**config.mk**
```make
export PLATFORM = sky130hd
export DESIGN_NAME = csc_front
export DESIGN_NICKNAME = d
export VERILOG_FILES = /design/src/hw/rtl/circle_segment_collision_test_core_defines.svh /design/src/hw/rtl/csc_pkg.sv /design/src/hw/rtl/csc_front.sv
export SDC_FILE = /design/constraint.sdc
export NUM_CORES = 1
export LEC_CHECK = 0
export BUFFER_PORTS_ARGS = -buffer_cell sky130_fd_sc_hd__buf_2
export CORE_AREA = 5 5 174 176
export CTS_BUF_LIST = sky130_fd_sc_hd__clkbuf_2
export DETAILED_ROUTE_END_ITERATION = 12
export DIE_AREA = 0 0 179 181
export PLACE_DENSITY_LB_ADDON = 0.2
export SLEW_MARGIN = 20
export SYNTH_ARGS = -nofsm -noshare
export SYNTH_HDL_FRONTEND = slang
export SYNTH_SLANG_ARGS = --single-unit
```
**constraint.sdc**
```tcl
create_clock -name clk -period 8.9 [get_ports clk]
set_input_delay 0 -clock clk [delete_from_list [all_inputs] [get_ports clk]]
set_output_delay 0 -clock clk [all_outputs]
set_load 0.01 [all_outputs]
```
**src/hw/rtl/circle_segment_collision_test_core_defines.svh**
```systemverilog
// Assertion macros shared by the collision test core RTL.
// Included by modules that carry concurrent checks; no other dependencies.
`ifndef CIRCLE_SEGMENT_COLLISION_TEST_CORE_DEFINES_SVH
`define CIRCLE_SEGMENT_COLLISION_TEST_CORE_DEFINES_SVH
`ifndef SYNTH
`define CSC_ASSERT(lbl, clk, rst, prop, msg) \
  lbl: assert property (@(posedge clk) disable iff (rst) prop) else $error(msg);
`define CSC_ASSERT_NORST(lbl, clk, prop, msg) \
  lbl: assert property (@(posedge clk) prop) else $error(msg);
`else
`define CSC_ASSERT(lbl, clk, rst, prop, msg)
`define CSC_ASSERT_NORST(lbl, clk, prop, msg)
`endif
`endif

```
**src/hw/rtl/csc_pkg.sv**
```systemverilog
// Package for the circle/segment collision test core.
// Holds default widths, multiplier limb size and queue status type; no dependencies.
`timescale 1ns / 1ps
package csc_pkg;
  localparam int CSC_COORD_WIDTH = 32;
  localparam int CSC_LIMB_W      = 18;
  localparam int CSC_MUL_LAT     = 3;
  localparam int CSC_QUEUE_DEPTH = 2;

  typedef struct packed {
    logic full;
    logic empty;
  } csc_qstat_t;
endpackage

```
**src/hw/rtl/csc_front.sv**
```systemverilog
// Front end: takes a query, forms offsets, enlarged radius and degenerate flag.
// Depends on csc_pkg; feeds the transfer queue.
`timescale 1ns / 1ps
module csc_front #(
  parameter int W = csc_pkg::CSC_COORD_WIDTH
) (
  input  logic                   clk,
  input  logic                   rst,
  input  logic                   start,
  output logic                   busy,
  input  logic signed [W-1:0]    center_x,
  input  logic signed [W-1:0]    center_y,
  input  logic [W-2:0]           radius,
  input  logic signed [W-1:0]    start_x,
  input  logic signed [W-1:0]    start_y,
  input  logic signed [W-1:0]    end_x,
  input  logic signed [W-1:0]    end_y,
  input  logic [W-2:0]           seg_width,
  input  csc_pkg::csc_qstat_t    qstat,
  output logic                   push,
  output logic [5*W+4:0]         item
);
  import csc_pkg::*;

  logic              valid, valid_next, take;
  logic signed [W:0] fx, fy, dx, dy;
  logic [W-1:0]      rr;
  logic              zl;

  assign busy = valid && qstat.full;
  assign take = start && !busy;
  assign push = valid && !qstat.full;
  assign item = {zl, rr, dy, dx, fy, fx};

  // Hold the item until the queue has room
  always_comb begin
    valid_next = take ? 1'b1 : (valid && qstat.full);
  end

  always_ff @(posedge clk) begin
    if (rst) begin
      valid <= 1'b0;
    end else begin
      valid <= valid_next;
    end
  end

  // Classify and form differences
  always_ff @(posedge clk) begin
    if (take) begin
      fx <= {start_x[W-1], start_x} - {center_x[W-1], center_x};
      fy <= {start_y[W-1], start_y} - {center_y[W-1], center_y};
      dx <= {end_x[W-1], end_x} - {start_x[W-1], start_x};
      dy <= {end_y[W-1], end_y} - {start_y[W-1], start_y};
      rr <= {1'b0, radius} + {1'b0, seg_width};
      zl <= (end_x == start_x) && (end_y == start_y);
    end
  end
endmodule

```
==> impl_metrics.csv, run 1 <==
group,metric,value,unit
worst_setup_path,crit_required,9.60,ns
power,power_leakage,9.98,nW
sta,period_minus_slack,4.09,ns
cts,numCtsBuffers,17,
die,die_h,181,um
cts,cts.htree.levels,4,
cts,clockBufferDepth,2,
logic_synthesis,synth.yosys.seq_area_share,0.363,
detailed_routing,drc,0,
logic_synthesis,ys_ff_latch,166,
sta,post-route-period-util,0.459,
grt,grt_max_degree,166,
cells_and_area,syn2layout_area_growth,51.5,%
die,rows,62,
logic_synthesis,ys_warn_count,0,
logic_synthesis,yosysTopAreaCellShare,0.362,
worst_setup_path,critPathKind,"primary input to register",
sta,setup_viol,0,
detailed_routing,firstDrtPassIters,8,
detailed_routing,dr.first_iter.drc_count,1227,
grt,grt_antenna_before_repair,3,
die,initial_core_util,0.481,
logic_synthesis,synth_area,0.0137,mm2
sta,whs,0.0826,ns
worst_setup_path,crit_buf_inv,6,
sta,fmax,245,MHz
logic_synthesis,synth_area_leaders,"edfxtp_1 (36%), ha_1 (15%), a21o_1 (5.1%), a21oi_1 (5.0%), xnor2_1 (4.9%)",
worst_setup_path,path_cells,"dlygate4sd3_1, buf_2, inv_1, ha_1, dlygate4sd3_1, a21oi_1, nand2_1, or4_1, and3_1, o211a_1, o21ai_1, nand4_1, dlygate4sd3_1, nand4_1, dlygate4sd3_1",
cts,insertion_delay,0.83,ns
grt,overflow,0,
cts,postCtsResizedCells,0,
cells_and_area,final_common_cell,"dlygate4sd3_1",
sta,finalHoldViolCount,0,
sta,setup_tns,0,ns
grt,first_global_vias,15119,
worst_setup_path,critPathSlowestCell,"dlygate4sd3_1",
cells_and_area,drive_above_1_share,0.207,
detailed_routing,wirelength,49200,um
logic_synthesis,ys_async_sr_fraction,0,
die,die_w,179,um
detailed_routing,wl_per_cell,18.2,um
worst_setup_path,worstPathArrival,4.78,ns
placed_design,gp_congestion,0.912,
worst_setup_path,slowest_delay,0.63,ns
logic_synthesis,yosysUniqueCellTypes,72,
placed_design,place_ws,6.14,ns
sta,rsz0062_at_grt,"no",
cts,cts_tree,"done",
sta,setup_ws,4.81,ns
die,ios,426,
cts,root_buffer,"clkbuf_2",
flow_run,maxCapViolations,0,
power,power_density,130,mW/mm2
grt,grt_pass1_wl,76200,um
logic_synthesis,avgSynthCellArea,9.42,um2
cells_and_area,finish.instance_area,0.0208,mm2
worst_setup_path,critPathLaunchType,"primary input",
worst_setup_path,cp_top_family,"buffers and inverters",
logic_synthesis,synthFlopType,"edfxtp_1",
detailed_routing,routed-via-count,14814,
logic_synthesis,syn-num-nets,1877,
power,ir_drop,0.0788,mV
sta,fin_skew,0.0673,ns
placed_design,dp.cells,2236,
run_status,run_status,"complete, no violations",
worst_setup_path,crit_path_max_fanout,4,
placed_design,io_buffers,424,
cells_and_area,utilization,0.729,
sta,maxSlewViolCount,0,
worst_setup_path,crit_top_cell,"dlygate4sd3_1",
detailed_routing,via_per_inst,5.48,
placed_design,placed_cell_area,0.0162,mm2
grt,track_usage,0.292,
cells_and_area,fin_nets,2727,
detailed_routing,ant_nets,0,
logic_synthesis,syn_inst,1454,
sta,tightest_slew,0.989,ns
power,fin_total_pwr,2.70,mW
die,fp.coreArea,0.0285,mm2
worst_setup_path,cp-end-kind,"register",
cells_and_area,instances_no_fill,2704,
logic_synthesis,synth_edf_count,165,
sta,max_slew_margin,0.341,
die,dieArea,0.0324,mm2
cts,clkSinkCount,166,
placed_design,dp_hpwl,32500,um
cts,clk_pin_slew,0.28,ns
logic_synthesis,synth_largest_area_cell,"edfxtp_1",
worst_hold_path,hold_class,"primary input to register",
cells_and_area,final_cell_mix,"dlygate4sd3_1 (433), buf_2 (424), edfxtp_1 (165)",
[cells in the mapped netlist (8+ instances only)]
| cell | number |
|---|---|
| nor3_1 | 24 |
| clkbuf_1 | 24 |
| a211oi_1 | 8 |
| a211o_1 | 8 |
| nand2_1 | 105 |
| o21a_1 | 17 |
| ha_1 | 159 |
| o31ai_1 | 10 |
| nor2_1 | 73 |
| xnor2_1 | 76 |
| and3_1 | 21 |
| a21oi_1 | 136 |
| nand3_1 | 23 |
| a311oi_1 | 8 |
| nor2b_1 | 25 |
| o21bai_1 | 9 |
| and2_1 | 12 |
| o21ai_0 | 59 |
| xor2_1 | 63 |
| a21o_1 | 94 |
| nand2b_1 | 15 |
| nand4_1 | 20 |
| a31oi_1 | 24 |
| a21boi_0 | 9 |
| inv_1 | 163 |
| edfxtp_1 | 165 |
[what timing repair did]
item	4_1_cts	5_1_grt
setup buffers	0	0
hold buffers	433	0
hold endpoints to repair	170	0
[final cells by class]
cell class / instances / area (um2)
antenna: 3 / 7.51
clock buffer: 17 / 85.1
clock inverter: 15 / 106
fill: 1983 / 7710
inverter: 163 / 612
multi-input combinational: 1098 / 8020
sequential: 166 / 4970
tap: 384 / 480
timing repair buffer: 858 / 6480
[tightest hold or removal path, stage by stage]
cell and delay [ns]:
buf_2 0.11, fa_1 0.16, dlygate4sd3_1 0.53
[registers in the layout, indices dropped and copies added (netlist names)]
register,flops
zl,1
fx,33
valid,1
fy,33
rr,32
dy,33
dx,33
[power by group]
part | switching (mW) | internal (mW) | total (mW)
clock | 0.306 | 0.0740 | 0.380
sequential | 0.0299 | 1.01 | 1.04
combinational | 0.617 | 0.665 | 1.28
[logic make-up (layout without fill, tap and decap cells)]
family / count (synthesis) / in the layout / synth area share
buf+inv: 190 / 1053 / 0.0523
flops: 166 / 166 / 0.363
mux: 1 / 1 / 0.000730
fa+ha+maj: 164 / 164 / 0.152
simple gates: 344 / 344 / 0.122
xor+xnor: 139 / 139 / 0.0888
compound gates: 450 / 450 / 0.221
other cells: 0 / 3 / 0
[routing by layer]
metal  up-vias  part of all wire  GRT usage
li1       7013                 -          -
met1      6863              0.38      0.338
met2       768              0.49      0.518
met3       170             0.074     0.0495
met4         0             0.052      0.142
met5         -                 0          0
[path summary, 6_finish.rpt]
path               startpoint                to  slack (ns)  cells past startpoint
max                start_x[7]  dx[30]$_DFFE_PP_        4.81                     15
min                 radius[1]   rr[1]$_DFFE_PP_        0.08                      3
max reg2reg  valid$_SDFF_PP0_   fx[3]$_DFFE_PP_        7.09                      3
min reg2reg  valid$_SDFF_PP0_  rr[28]$_DFFE_PP_        1.16                      3
Power figures use the tool's default switching activity.
==> inputs of run 2 (changes only) <==
- ABC_AREA: not set -> 1
- CORE_AREA: 5 5 174 176 -> 5 5 192 194
- DIE_AREA: 0 0 179 181 -> 0 0 197 199
- clock period: 8.9 -> 3.36 ns (I/O delays scaled with it)
==> impl_metrics.csv, run 2 <==
group,metric,value,unit
logic_synthesis,synth_most_common_cell,"nand2_1",
grt,grtUsageMet3,0.0589,
sta,setup_viol,0,
placed_design,dp_hpwl,52100,um
cts,cts.htree.levels,4,
detailed_routing,routed-via-count,21050,
logic_synthesis,syn_inst,2882,
worst_setup_path,crit_buf_inv,7,
cells_and_area,final_common_cell,"nand2_1",
die,fp.coreArea,0.0351,mm2
cts,clk_pin_slew,0.27,ns
cells_and_area,final_cell_mix,"nand2_1 (1190), inv_1 (739), dlygate4sd3_1 (471)",
power,power_leakage,15.1,nW
die,ios,426,
logic_synthesis,avgSynthCellArea,6.12,um2
detailed_routing,dr.first_iter.drc_count,1504,
cells_and_area,drive_above_1_share,0.135,
sta,maxSlewViolCount,0,
placed_design,placed_cell_area,0.0203,mm2
worst_setup_path,path_cells,"dlygate4sd3_1, buf_2, inv_1, ha_1, dlygate4sd3_1, a21o_1, dlygate4sd3_1, nor2_1, dlygate4sd3_1, nand2_1, dlygate4sd3_1, a21oi_1, nand2_1, nand2_1, nand2_1",
worst_setup_path,slowest_delay,0.64,ns
logic_synthesis,synth_area_leaders,"edfxtp_1 (28%), nand2_1 (25%), inv_1 (16%), ha_1 (11%), nor2_1 (4.3%)",
logic_synthesis,synth.yosys.seq_area_share,0.282,
logic_synthesis,ys_ff_latch,166,
worst_setup_path,cp_top_family,"buffers and inverters",
grt,grt_antenna_before_repair,3,
worst_hold_path,hold_class,"primary input to register",
power,ir_drop,0.283,mV
cts,clockBufferDepth,2,
logic_synthesis,synth_area,0.0176,mm2
die,rows,69,
detailed_routing,via_per_inst,4.93,
sta,max_slew_margin,0.392,
grt,overflow,0,
sta,period_minus_slack,3.29,ns
power,power_density,307,mW/mm2
worst_setup_path,worstPathArrival,3.98,ns
worst_setup_path,critPathLaunchType,"primary input",
cells_and_area,finish.instance_area,0.0253,mm2
sta,setup_tns,0,ns
placed_design,io_buffers,424,
logic_synthesis,synth_common_cells,"nand2_1 (1191), inv_1 (740), nor2_1 (201), edfxtp_1 (165), ha_1 (159)",
cts,clkSinkCount,166,
worst_setup_path,crit_required,4.05,ns
logic_synthesis,synthFlopType,"edfxtp_1",
logic_synthesis,yosysTopAreaCellShare,0.281,
detailed_routing,ant_nets,0,
cells_and_area,fin_nets,4217,
detailed_routing,wl_per_cell,16.0,um
die,initial_core_util,0.503,
grt,use_met1,0.418,
cts,numCtsBuffers,17,
sta,post-route-period-util,0.980,
logic_synthesis,synth_edf_count,165,
logic_synthesis,synth_largest_area_cell,"edfxtp_1",
run_status,run_status,"complete, no violations",
grt,grtUsageMet2,0.581,
worst_setup_path,crit_top_cell,"dlygate4sd3_1",
die,die_w,197,um
die,die_h,199,um
sta,fmax,304,MHz
worst_setup_path,cp-end-kind,"register",
worst_setup_path,critPathKind,"primary input to register",
sta,fin_skew,0.0378,ns
grt,first_global_vias,20650,
grt,track_usage,0.339,
grt,grt_pass1_wl,105000,um
cells_and_area,syn2layout_area_growth,43.4,%
detailed_routing,wirelength,68200,um
detailed_routing,firstDrtPassIters,5,
placed_design,gp_congestion,0.977,
sta,finalHoldViolCount,0,
sta,tightest_slew,0.912,ns
die,dieArea,0.0392,mm2
cts,cts_tree,"done",
logic_synthesis,ys_warn_count,0,
worst_setup_path,critPathSlowestCell,"dlygate4sd3_1",
logic_synthesis,yosysUniqueCellTypes,28,
cts,insertion_delay,0.89,ns
worst_setup_path,crit_path_max_fanout,5,
flow_run,maxCapViolations,0,
cells_and_area,fillers,3004,
detailed_routing,drc,0,
logic_synthesis,ys_async_sr_fraction,0,
cts,root_buffer,"clkbuf_2",
sta,rsz0062_at_grt,"no",
grt,grt-busiest-layer,"met2",
grt,grt_max_degree,101,
power,fin_total_pwr,7.76,mW
logic_synthesis,syn-num-nets,3305,
run 2: changes by cell type after synthesis, sizes merged, moves of 68 or more:
| cell | change |
|---|---|
| a21o | -89 |
| nand2 | +1131 |
| inv | +577 |
| xnor2 | -68 |
| nor2 | +132 |
| nand3 | +100 |
run 2: power by group:
part	switching [mW]	leakage [nW]	total [mW]	internal (mW)
registers	0.0957	1.61	2.74	2.64
clock network	0.823	0.132	1.16	0.338
logic	2.12	13.3	3.86	1.75
total	3.03	15.1	7.76	4.73
run 2: cell families after synthesis:
kind of cell,synth area share
adders and majority gates,0.119
and+or+nand+nor,0.368
DFF,0.282
AOI/OAI and AO/OA,0.0350
buffers and inverters,0.159
xor gates and xnor gates,0.0373
run 2: repair_timing:
action                     CTS  global route
setup buffers                0             0
hold endpoints to repair   268             0
setup endpoints to repair    0             2
hold buffers               471             0
resized for setup            0             2
run 2: cell type report:
cell class	count	area, um2	share of cell area
inverter	740	2780	0.110
antenna	3	7.51	0.000297
tap	461	577	0.0228
timing repair buffer	897	6860	0.272
clock buffer	18	90.1	0.00356
multi-input combinational	1972	9860	0.390
clock inverter	12	128	0.00505
sequential	166	4970	0.197
run 2: stage by stage:
step           setup WS, ns  instances  hold slack (ns)   util
3_5_place_dp           1.40       3765            0.164  0.580
4_1_cts               0.254       4266          0.00513  0.721
2_1_floorplan        0.0430       2882           0.0475      -
3_3_place_gp           1.43       3765            0.156  0.580
5_1_grt             0.00293       4268           0.0699  0.721
6_report             0.0670       4269           0.0741  0.721
run 2: metal layers:
| metal | up-vias | share of wire |
|---|---|---|
| met1 | 9470 | 0.41 |
| met4 | 2 | 0.048 |
| met3 | 183 | 0.080 |
| met5 | - | 0.00010 |
| met2 | 942 | 0.47 |
| li1 | 10453 | - |
run 2: worst paths after layout:
check / slack, ns / end / from / depth (start not counted)
setup / recovery: 0.07 / fx[32]$_DFFE_PP_ / center_x[31] / 15
hold / removal: 0.07 / rr[18]$_DFFE_PP_ / radius[14] / 7
setup reg to reg: 1.26 / fy[31]$_DFFE_PP_ / valid$_SDFF_PP0_ / 5
hold reg to reg: 1.08 / valid$_SDFF_PP0_ / valid$_SDFF_PP0_ / 3
run 2: tightest hold or removal path, delay by kind of cell:
family,cells,cell delay [ns]
buffers and inverters,1,0.08
adder cells (fa/ha/maj),1,0.27
AND/OR/NAND/NOR,5,0.46
