### src/hw/rtl/circle_segment_collision_test_core_defines.svh
// Assertion macros shared by the collision test core RTL.
// Included by modules that carry concurrent checks; no other dependencies.
`ifndef CIRCLE_SEGMENT_COLLISION_TEST_CORE_DEFINES_SVH
`define CIRCLE_SEGMENT_COLLISION_TEST_CORE_DEFINES_SVH
`ifndef SYNTH
`define CSC_ASSERT(lbl, clk, rst, prop, msg) \
  lbl: assert property (@(posedge clk) disable iff (rst) prop) else $error(msg);
`define CSC_ASSERT_NORST(lbl, clk, prop, msg) \
  lbl: assert property (@(posedge clk) prop) else $error(msg);
`else
`define CSC_ASSERT(lbl, clk, rst, prop, msg)
`define CSC_ASSERT_NORST(lbl, clk, prop, msg)
`endif
`endif

### src/hw/rtl/csc_pkg.sv
// Package for the circle/segment collision test core.
// Holds default widths, multiplier limb size and queue status type; no dependencies.
`timescale 1ns / 1ps
package csc_pkg;
  localparam int CSC_COORD_WIDTH = 32;
  localparam int CSC_LIMB_W      = 18;
  localparam int CSC_MUL_LAT     = 3;
  localparam int CSC_QUEUE_DEPTH = 2;

  typedef struct packed {
    logic full;
    logic empty;
  } csc_qstat_t;
endpackage

### src/hw/rtl/csc_queue.sv
// Short transfer queue between front end and back end.
// Depends on csc_pkg and the assertion macro header.
`timescale 1ns / 1ps
`include "circle_segment_collision_test_core_defines.svh"
module csc_queue #(
  parameter int DW    = 165,
  parameter int DEPTH = csc_pkg::CSC_QUEUE_DEPTH
) (
  input  logic                clk,
  input  logic                rst,
  input  logic                push,
  input  logic [DW-1:0]       wdata,
  input  logic                pop,
  output logic [DW-1:0]       rdata,
  output csc_pkg::csc_qstat_t qstat
);
  import csc_pkg::*;

  localparam int AW = (DEPTH > 1) ? $clog2(DEPTH) : 1;

  logic [DW-1:0] mem [DEPTH];
  logic [AW-1:0] wr, rd;
  logic [AW:0]   count, count_next;

  assign qstat.full  = (count == (AW+1)'(DEPTH));
  assign qstat.empty = (count == '0);
  assign rdata       = mem[rd];

  // Track occupancy
  always_comb begin
    count_next = count + (AW+1)'(push) - (AW+1)'(pop);
  end

  always_ff @(posedge clk) begin
    if (rst) begin
      wr    <= '0;
      rd    <= '0;
      count <= '0;
    end else begin
      count <= count_next;
      if (push) begin
        wr <= (wr == AW'(DEPTH-1)) ? '0 : wr + 1'b1;
      end
      if (pop) begin
        rd <= (rd == AW'(DEPTH-1)) ? '0 : rd + 1'b1;
      end
    end
  end

  // Store entries
  always_ff @(posedge clk) begin
    if (push) begin
      mem[wr] <= wdata;
    end
  end

  `CSC_ASSERT(a_no_overflow, clk, rst, push |-> !qstat.full, "push into full queue")
  `CSC_ASSERT(a_no_underflow, clk, rst, pop |-> !qstat.empty, "pop from empty queue")
  `CSC_ASSERT(a_count_step, clk, rst, (push && !pop) |=> (count == $past(count) + 1'b1), "count did not advance")
endmodule

### config.mk
export PLATFORM = sky130hd
export DESIGN_NAME = csc_queue
export DESIGN_NICKNAME = d
export VERILOG_FILES = /design/src/hw/rtl/csc_pkg.sv /design/src/hw/rtl/csc_queue.sv
export VERILOG_INCLUDE_DIRS = /design/src /design/src/hw/rtl
export SDC_FILE = /design/constraint.sdc
export NUM_CORES = 1
export LEC_CHECK = 0
export BUFFER_PORTS_ARGS = -buffer_cell sky130_fd_sc_hd__buf_2
export CAP_MARGIN = 0
export CORE_MARGIN = 2
export CORE_UTILIZATION = 45
export CTS_CLUSTER_DIAMETER = 60
export DETAILED_ROUTE_END_ITERATION = 16
export PLACE_DENSITY = 0.79
export REMOVE_ABC_BUFFERS = 1
export SLEW_MARGIN = 0
export SYNTH_ARGS = -nofsm -noshare
export SYNTH_HDL_FRONTEND = slang
export SYNTH_SLANG_ARGS = --single-unit
### constraint.sdc
create_clock -name clk -period 11.1 [get_ports clk]
set_clock_uncertainty 0.2 [all_clocks]
set_input_delay 0 -clock clk [delete_from_list [all_inputs] [get_ports clk]]
set_output_delay 0 -clock clk [all_outputs]
set_load 0.01 [all_outputs]
==> run_results.csv, run 1 <==
group,metric,value,unit
global_route,globalRoute.totalOverflow,0,
sta,finalSetupViolCount,0,
finish,drive_gt1_share,49.60,%
route,drtIter0Drc,418,
global_route,antenna_found_initial,0,
cts,cts_max_path_buffers,3,
global_route,grt_pass1_vias,7721,
route,drt-pass1-iter-count,6,
placement,dpl.hpwl,15240,um
sta,fin_crit_sh,24.11,%
die,std_cell_rows,60,
power,p_int,2.374,mW
route,ant_nets,0,
hold_path,hold_start,"wdata[66]",
power,swShare,21.90,%
sta,setup_tns,0,ps
critical_path,reg2regPathDepth,2,
critical_path,cp.depth,3,
critical_path,critPathRequiredTime,10900,ps
route,viasPerCell,4.887,
placement,io_buffer_count,335,
power,p_per_area,176.0,nW/um^2
die,dieWidth,168.5,um
power,p_leak,6.548,nW
critical_path,r2r-end,"mem[0][27]",
cts,cts_num_sinks,335,
synth,syn-cell-area,12180,um^2
cts,clk_pin_slew,60,ps
finish,num_antenna_cells,0,
synth,postSynthAreaPerCell,22.81,um^2
route,wl_per_cell,19.05,um
critical_path,path_cells,"buf_4 > mux2_2 > buf_2",
global_route,grt_start_max_net_pins,77,
synth,postSynthCellCount,534,
finish,nets,1263,
finish,fillers,1767,
placement,place_inst,1198,
critical_path,r2r_start,"wr",
power,vdd.ir_drop.worst,0.1595,mV
finish,fin_cells,1460,
sta,worstMarginPinSlew,1037,ps
sta,max_freq,373.6,MHz
finish,register_area,10010,um^2
critical_path,arrival,2480,ps
synth,yosysSeqAreaShare,82.18,%
power,comb_power_share,12.0,%
finish,finish.utilization,64.45,%
synth,ys_ff_latch,335,
synth,yosysUniqueCellTypes,12,
cts,cts_setup_buffers,0,
placement,place_ws,8548,ps
die,placeableCoreArea,26800,um^2
sta,slew_violations,0,
cts,cts_root_buf,"clkbuf_16",
critical_path,crit_path_end,"rdata[133]",
power,power.share.clock,38.6,%
placement,routabilityCongestion,0.7573,
critical_path,crit_type,"flop to primary output",
route,routed_wirelength,27810,um
outcome,status,"finished, final reports clean",
power,switchingPower,665.6,uW
sta,rsz0062_at_grt,"false",
cts,clk-insertion-delay-late,500,ps
die,dieArea,28400,um^2
power,power_frac_seq,49.4,%
cts,cts_made_buffers,36,
route,via_count,7135,
sta,hold_viol,0,
route,drc,0,
critical_path,rrSetupSlack,8500,ps
sta,setup_ws,8423,ps
run,max_cap_viol_count,0,
critical_path,slowest_stage,"buf_4",
die,die_h,168.5,um
critical_path,crit_fanout,76,
cts,cts_tree,"done",
finish,syn2layout_area_growth,41.82,%
global_route,grt.total_usage,18.83,%
synth,yosys_warnings,0,
power,p_total,3.040,mW
critical_path,worstSetupEndpointType,"primary output",
sta,max-slew-margin-rel,30.84,%
critical_path,crit_family,"buffers and inverters",
die,top_level_ports,336,
die,initial_utilization,45.45,%
global_route,grt_first_pass_wirelength,41280,um
critical_path,startpoint_type,"flop",
critical_path,path_buf_inv,2,
cts,htree_num_levels,2,
finish,multi_input_area,1977,um^2
hold_path,hp-class,"input pin to flop",
critical_path,slowest_delay,820,ps
sta,fin_crit,2677,ps
==> through the flow <==
| stage | hold WS (ps) | cell area, um^2 |
|---|---|---|
| 2_1_floorplan | -128.4 | 11980 |
| 4_1_cts | 0.1940 | 17270 |
| 3_3_place_gp | -12.89 | 14150 |
| 6_report | 18.67 | 17270 |
| 3_5_place_dp | -8.965 | 14150 |
| 5_1_grt | 7.536 | 17270 |
==> Yosys cell counts <==
cell type  instances  area, um^2
edfxtp_1         330        9910
mux2_2           165        1858
buf_6             17       191.4
dfxtp_1            5       100.1
nor2_1             5       18.77
nor2b_1            3       18.77
ha_1               2       25.02
inv_1              2       7.510
xnor2_1            2       17.52
and2_1             1       6.260
buf_2              1       5.000
xnor3_1            1       22.52
==> cells by family (layout without fill, tap and decap cells) <==
logic type                 after synthesis  count (layout)  share of synthesized area (%)
muxes                                  165             165                          15.25
xor gates and xnor gates                 3               3                         0.3287
and+or+nand+nor                          9               9                         0.3596
DFF                                    335             335                          82.18
adders and majority gates                2               2                         0.2054
buffers and inverters                   20             605                          1.674
==> how the worst min path moves through the flow <==
stage	end	slack [ps]	depth (start not counted)
floorplan	count[0]	-130	1
global placement	mem[1][145]	-10	1
detailed placement	mem[1][145]	-9	1
CTS	mem[1][66]	0.2	2
global route	mem[1][14]	8	2
finish	mem[1][66]	20	2
==> layout by cell type (no fill, tap or decap), drive strengths merged, types with 3 or more instances in the layout <==
cell,synthesis,routed
dlygate4sd3,0,197
edfxtp,330,330
bufinv,0,4
nor2b,3,3
dfxtp,5,5
inv,2,4
clkinv,0,7
mux2,165,165
nor2,5,5
buf,18,341
clkbuf,0,51
==> worst register-to-register path: cells and delay by family, from the launching register on <==
kind / cells / cell delay [ps]
buffers and inverters: 1 / 850
DFF: 1 / 370
and+or+nand+nor: 1 / 680
==> layout make-up <==
type,instances,share of cell area (%)
inverter,2,0.04346
clock buffer,51,5.664
clock inverter,14,1.029
multi-input combinational,179,11.44
tap,341,2.470
sequential,335,57.97
timing repair buffer,538,21.38
==> sequential cells by signal, summed over array words and instances, names as in the netlist, named ones only <==
signal and count:
count 2, mem 330, rd 1, wr 1
==> per-layer routing <==
| metal | global-route usage [%] | vias to the layer above | share of wire, % |
|---|---|---|---|
| met5 | 0 | - | 0 |
| met4 | 8.171 | 0 | 4.1 |
| met3 | 4.489 | 81 | 6.2 |
| met2 | 34.62 | 303 | 52 |
| met1 | 20.81 | 3502 | 38 |
| li1 | - | 3249 | - |
==> power by group through the flow <==
stage / Clock, mW / Sequential, mW / Combinational (mW)
floorplan: 0 / 1.55 / 0.163
global placement: 0 / 1.52 / 0.297
detailed placement: 0 / 1.53 / 0.303
CTS: 1.19 / 1.50 / 0.360
global route: 1.24 / 1.51 / 0.389
finish: 1.17 / 1.50 / 0.366
==> timing repair <==
item	in CTS	in global routing
hold buffers	197	0
endpoints found under the hold margin	384	0
resized for setup	0	0
(Power assumes the default switching activity.)
==> run 2, diff against run 1 <==
--- a/config.mk
+++ b/config.mk
@@ -6,6 +6,7 @@
 export SDC_FILE = /design/constraint.sdc
 export NUM_CORES = 1
 export LEC_CHECK = 0
+export ABC_AREA = 1
 export BUFFER_PORTS_ARGS = -buffer_cell sky130_fd_sc_hd__buf_2
 export CAP_MARGIN = 0
 export CORE_MARGIN = 2
==> constraint.sdc (replaced) <==
create_clock -name clk -period 2.6 [get_ports clk]
set_clock_uncertainty 0.2 [all_clocks]
set_input_delay 0 -clock clk [delete_from_list [all_inputs] [get_ports clk]]
set_output_delay 0 -clock clk [all_outputs]
set_load 0.01 [all_outputs]
==> run 2 against run 1 <==
  * Core utilization shrank 0.76 points
  * Register-to-register slack lost 7700 ps
  * Die area is essentially flat
  * Largest power group unchanged
==> run_results.csv, run 2 <==
group,metric,value,unit
outcome,status,"finished, final reports clean",
synth,synth_fa_ha_area_share,0.2053,%
power,p_int,9.618,mW
route,via_count,7116,
sta,slew_violations,0,
synth,synth_top_area_share,81.31,%
synth,synth_xor_xnor_area_share,0.07186,%
critical_path,rrSetupSlack,810,ps
cts,cts_setup_buffers,0,
global_route,use_met2,35.75,%
power,switchingPower,2.704,mW
sta,fin_crit,2320,ps
synth,yosysUniqueCellTypes,13,
cts,htree_num_levels,2,
critical_path,crit_type,"flop to primary output",
route,viasPerCell,4.897,
power,swShare,21.94,%
global_route,globalRoute.totalOverflow,0,
global_route,met3_usage,4.513,%
synth,ys_ff_latch,335,
run,max_cap_viol_count,0,
placement,place_inst,1221,
sta,worstMarginPinSlew,571.5,ps
die,placeableCoreArea,26800,um^2
die,dieArea,28420,um^2
cts,cts_max_path_buffers,3,
finish,final_common_cell,"buf_2",
die,top_level_ports,336,
cts,cts_num_sinks,335,
cts,clk-insertion-delay-late,500,ps
sta,finalSetupViolCount,0,
route,routed_wirelength,27660,um
die,initial_utilization,45.48,%
finish,largest-register,"mem",
global_route,gr-max-usage-layer,"met2",
synth,syn-cell-area,12190,um^2
die,std_cell_rows,60,
placement,place_ws,775.1,ps
route,drtIter0Drc,434,
finish,syn2layout_area_growth,40.06,%
global_route,antenna_found_initial,0,
critical_path,worstSetupEndpointType,"primary output",
die,die_h,168.6,um
finish,register_area,10010,um^2
finish,fillers,1817,
synth,synth-edff-count,330,
critical_path,crit_path_end,"rdata[152]",
power,vdd.ir_drop.worst,0.5838,mV
finish,fin_cells,1453,
route,ant_nets,0,
sta,rsz0062_at_grt,"false",
sta,fin_crit_sh,89.23,%
sta,fin_hold_ws,20.07,ps
synth,muxShareOfSynthArea,15.24,%
finish,final_cell_mix,"buf_2, edfxtp_1, dlygate4sd3_1",
critical_path,r2r_start,"wr",
sta,hold_viol,0,
synth,synth_compound_area_share,0.04106,%
global_route,grt_start_max_net_pins,80,
power,power.share.clock,36.5,%
finish,multi_input_area,1959,um^2
critical_path,slowest_stage,"dfxtp_4",
route,drt-pass1-iter-count,5,
synth,yosys.cell_count.top_type,"edfxtp_1",
critical_path,path_buf_inv,2,
cts,cts_root_buf,"clkbuf_16",
hold_path,hold-path-cell-count,2,
critical_path,critPathRequiredTime,2400,ps
finish,largest_reg_flops,330,
synth,postSynthAreaPerCell,22.40,um^2
sta,setup_ws,279.9,ps
sta,max-slew-margin-rel,61.90,%
finish,nets,1259,
critical_path,crit_family,"flip-flops",
critical_path,reg2regPathDepth,2,
die,dieWidth,168.6,um
synth,yosys.area_share.simple,0.4517,%
global_route,met1_usage,19.83,%
synth,yosysSeqAreaShare,82.13,%
placement,routabilityCongestion,0.8078,
synth,yosysTopAreaCell,"edfxtp_1",
route,wl_per_cell,19.04,um
cts,cts_made_buffers,36,
route,drc,0,
synth,synth_top_family_by_area,"multiplexers",
hold_path,hp-class,"input pin to flop",
placement,io_buffer_count,335,
synth,synth_ff_type,"edfxtp_1",
finish,drive_gt1_share,50.50,%
placement,dpl.hpwl,15990,um
critical_path,crit_fanout,39,
critical_path,startpoint_type,"flop",
finish,finish.utilization,63.69,%
global_route,grt_first_pass_wirelength,41490,um
synth,synth_area_leaders,"edfxtp_1, mux2_2, buf_6",
cts,clk_pin_slew,60,ps
finish,top_regs,"mem (330), count (2)",
power,p_per_area,721.8,nW/um^2
global_route,grt.total_usage,18.95,%
critical_path,cp.depth,3,
critical_path,slowest_delay,720,ps
synth,postSynthCellCount,544,
critical_path,path_cells,"buf_4 > mux2_2 > buf_2",
global_route,grt_pass1_vias,7865,
cts,cts_tree,"done",
critical_path,arrival,2120,ps
power,power_frac_seq,51.6,%
sta,max_freq,431.0,MHz
synth,yosys_warnings,0,
power,comb_power_share,11.9,%
synth,synthArstFlopShare,0,%
power,p_leak,6.488,nW
critical_path,r2r-end,"mem[0][13]",
synth,yosys-top-cells-count,"edfxtp_1, mux2_2, buf_6",
==> run 2: cell types whose count changed in the layout (fill, tap and decap cells not counted), sizes merged, moves of 3 or more <==
cell         previous run  this run
clkinv                  7        12
nand2                   0         4
bufinv                  4         0
nor2                    5         8
buf                   341       354
clkbuf                 51        48
nor2b                   3         0
inv                     4         9
dlygate4sd3           197       170
==> run 2: layout make-up <==
type,instances,share of cell area (%)
flip-flops and latches,335,58.66
repair buffers,524,21.14
diodes,1,0.01466
inverters,8,0.2052
well taps,341,2.499
clock inverters,13,0.3372
multi-input cells,183,11.48
clock buffers,48,5.666
==> run 2: timing repair <==
action	4_1_cts	5_1_grt
endpoints found under the setup margin	0	0
gates resized for setup	0	0
hold buffers	170	0
hold endpoints to repair	417	0
==> run 2: worst min-delay path by stage <==
stage | from | endpoint
finish | wdata[102] | mem[1][102]
global route | wdata[10] | mem[1][10]
CTS | wdata[87] | mem[0][87]
detailed placement | wdata[40] | mem[0][40]
global placement | wdata[4] | mem[0][4]
floorplan | rst | count[0]
==> run 2: cell families after synthesis <==
group                      count (synthesis)
AOI/OAI and AO/OA                          1
xor gates and xnor gates                   1
adders and majority gates                  2
buffers and inverters                     26
DFF                                      335
muxes                                    165
and+or+nand+nor                           14
==> run 2: stage by stage <==
step | cell area, um^2 | setup TNS [ps] | total power [mW]
2_1_floorplan | 11990 | -1534530 | 7.180
4_1_cts | 17070 | 0 | 12.39
3_3_place_gp | 14340 | 0 | 7.653
3_5_place_dp | 14340 | 0 | 7.697
6_report | 17070 | 0 | 12.32
5_1_grt | 17070 | 0 | 12.75
==> run 2: routing by layer <==
metal	wire length, um	vias up
met1	9658	3486
met2	15010	290
li1	-	3250
met3	1706	90
met5	0	-
met4	1284	0
==> run 2: power by group through the flow <==
stage,sequential (mW),combinational (mW),clock [mW]
2_1_floorplan,6.54,0.643,0
3_3_place_gp,6.44,1.21,0
3_5_place_dp,6.46,1.23,0
4_1_cts,6.35,1.45,4.59
5_1_grt,6.38,1.57,4.81
6_report,6.35,1.47,4.50
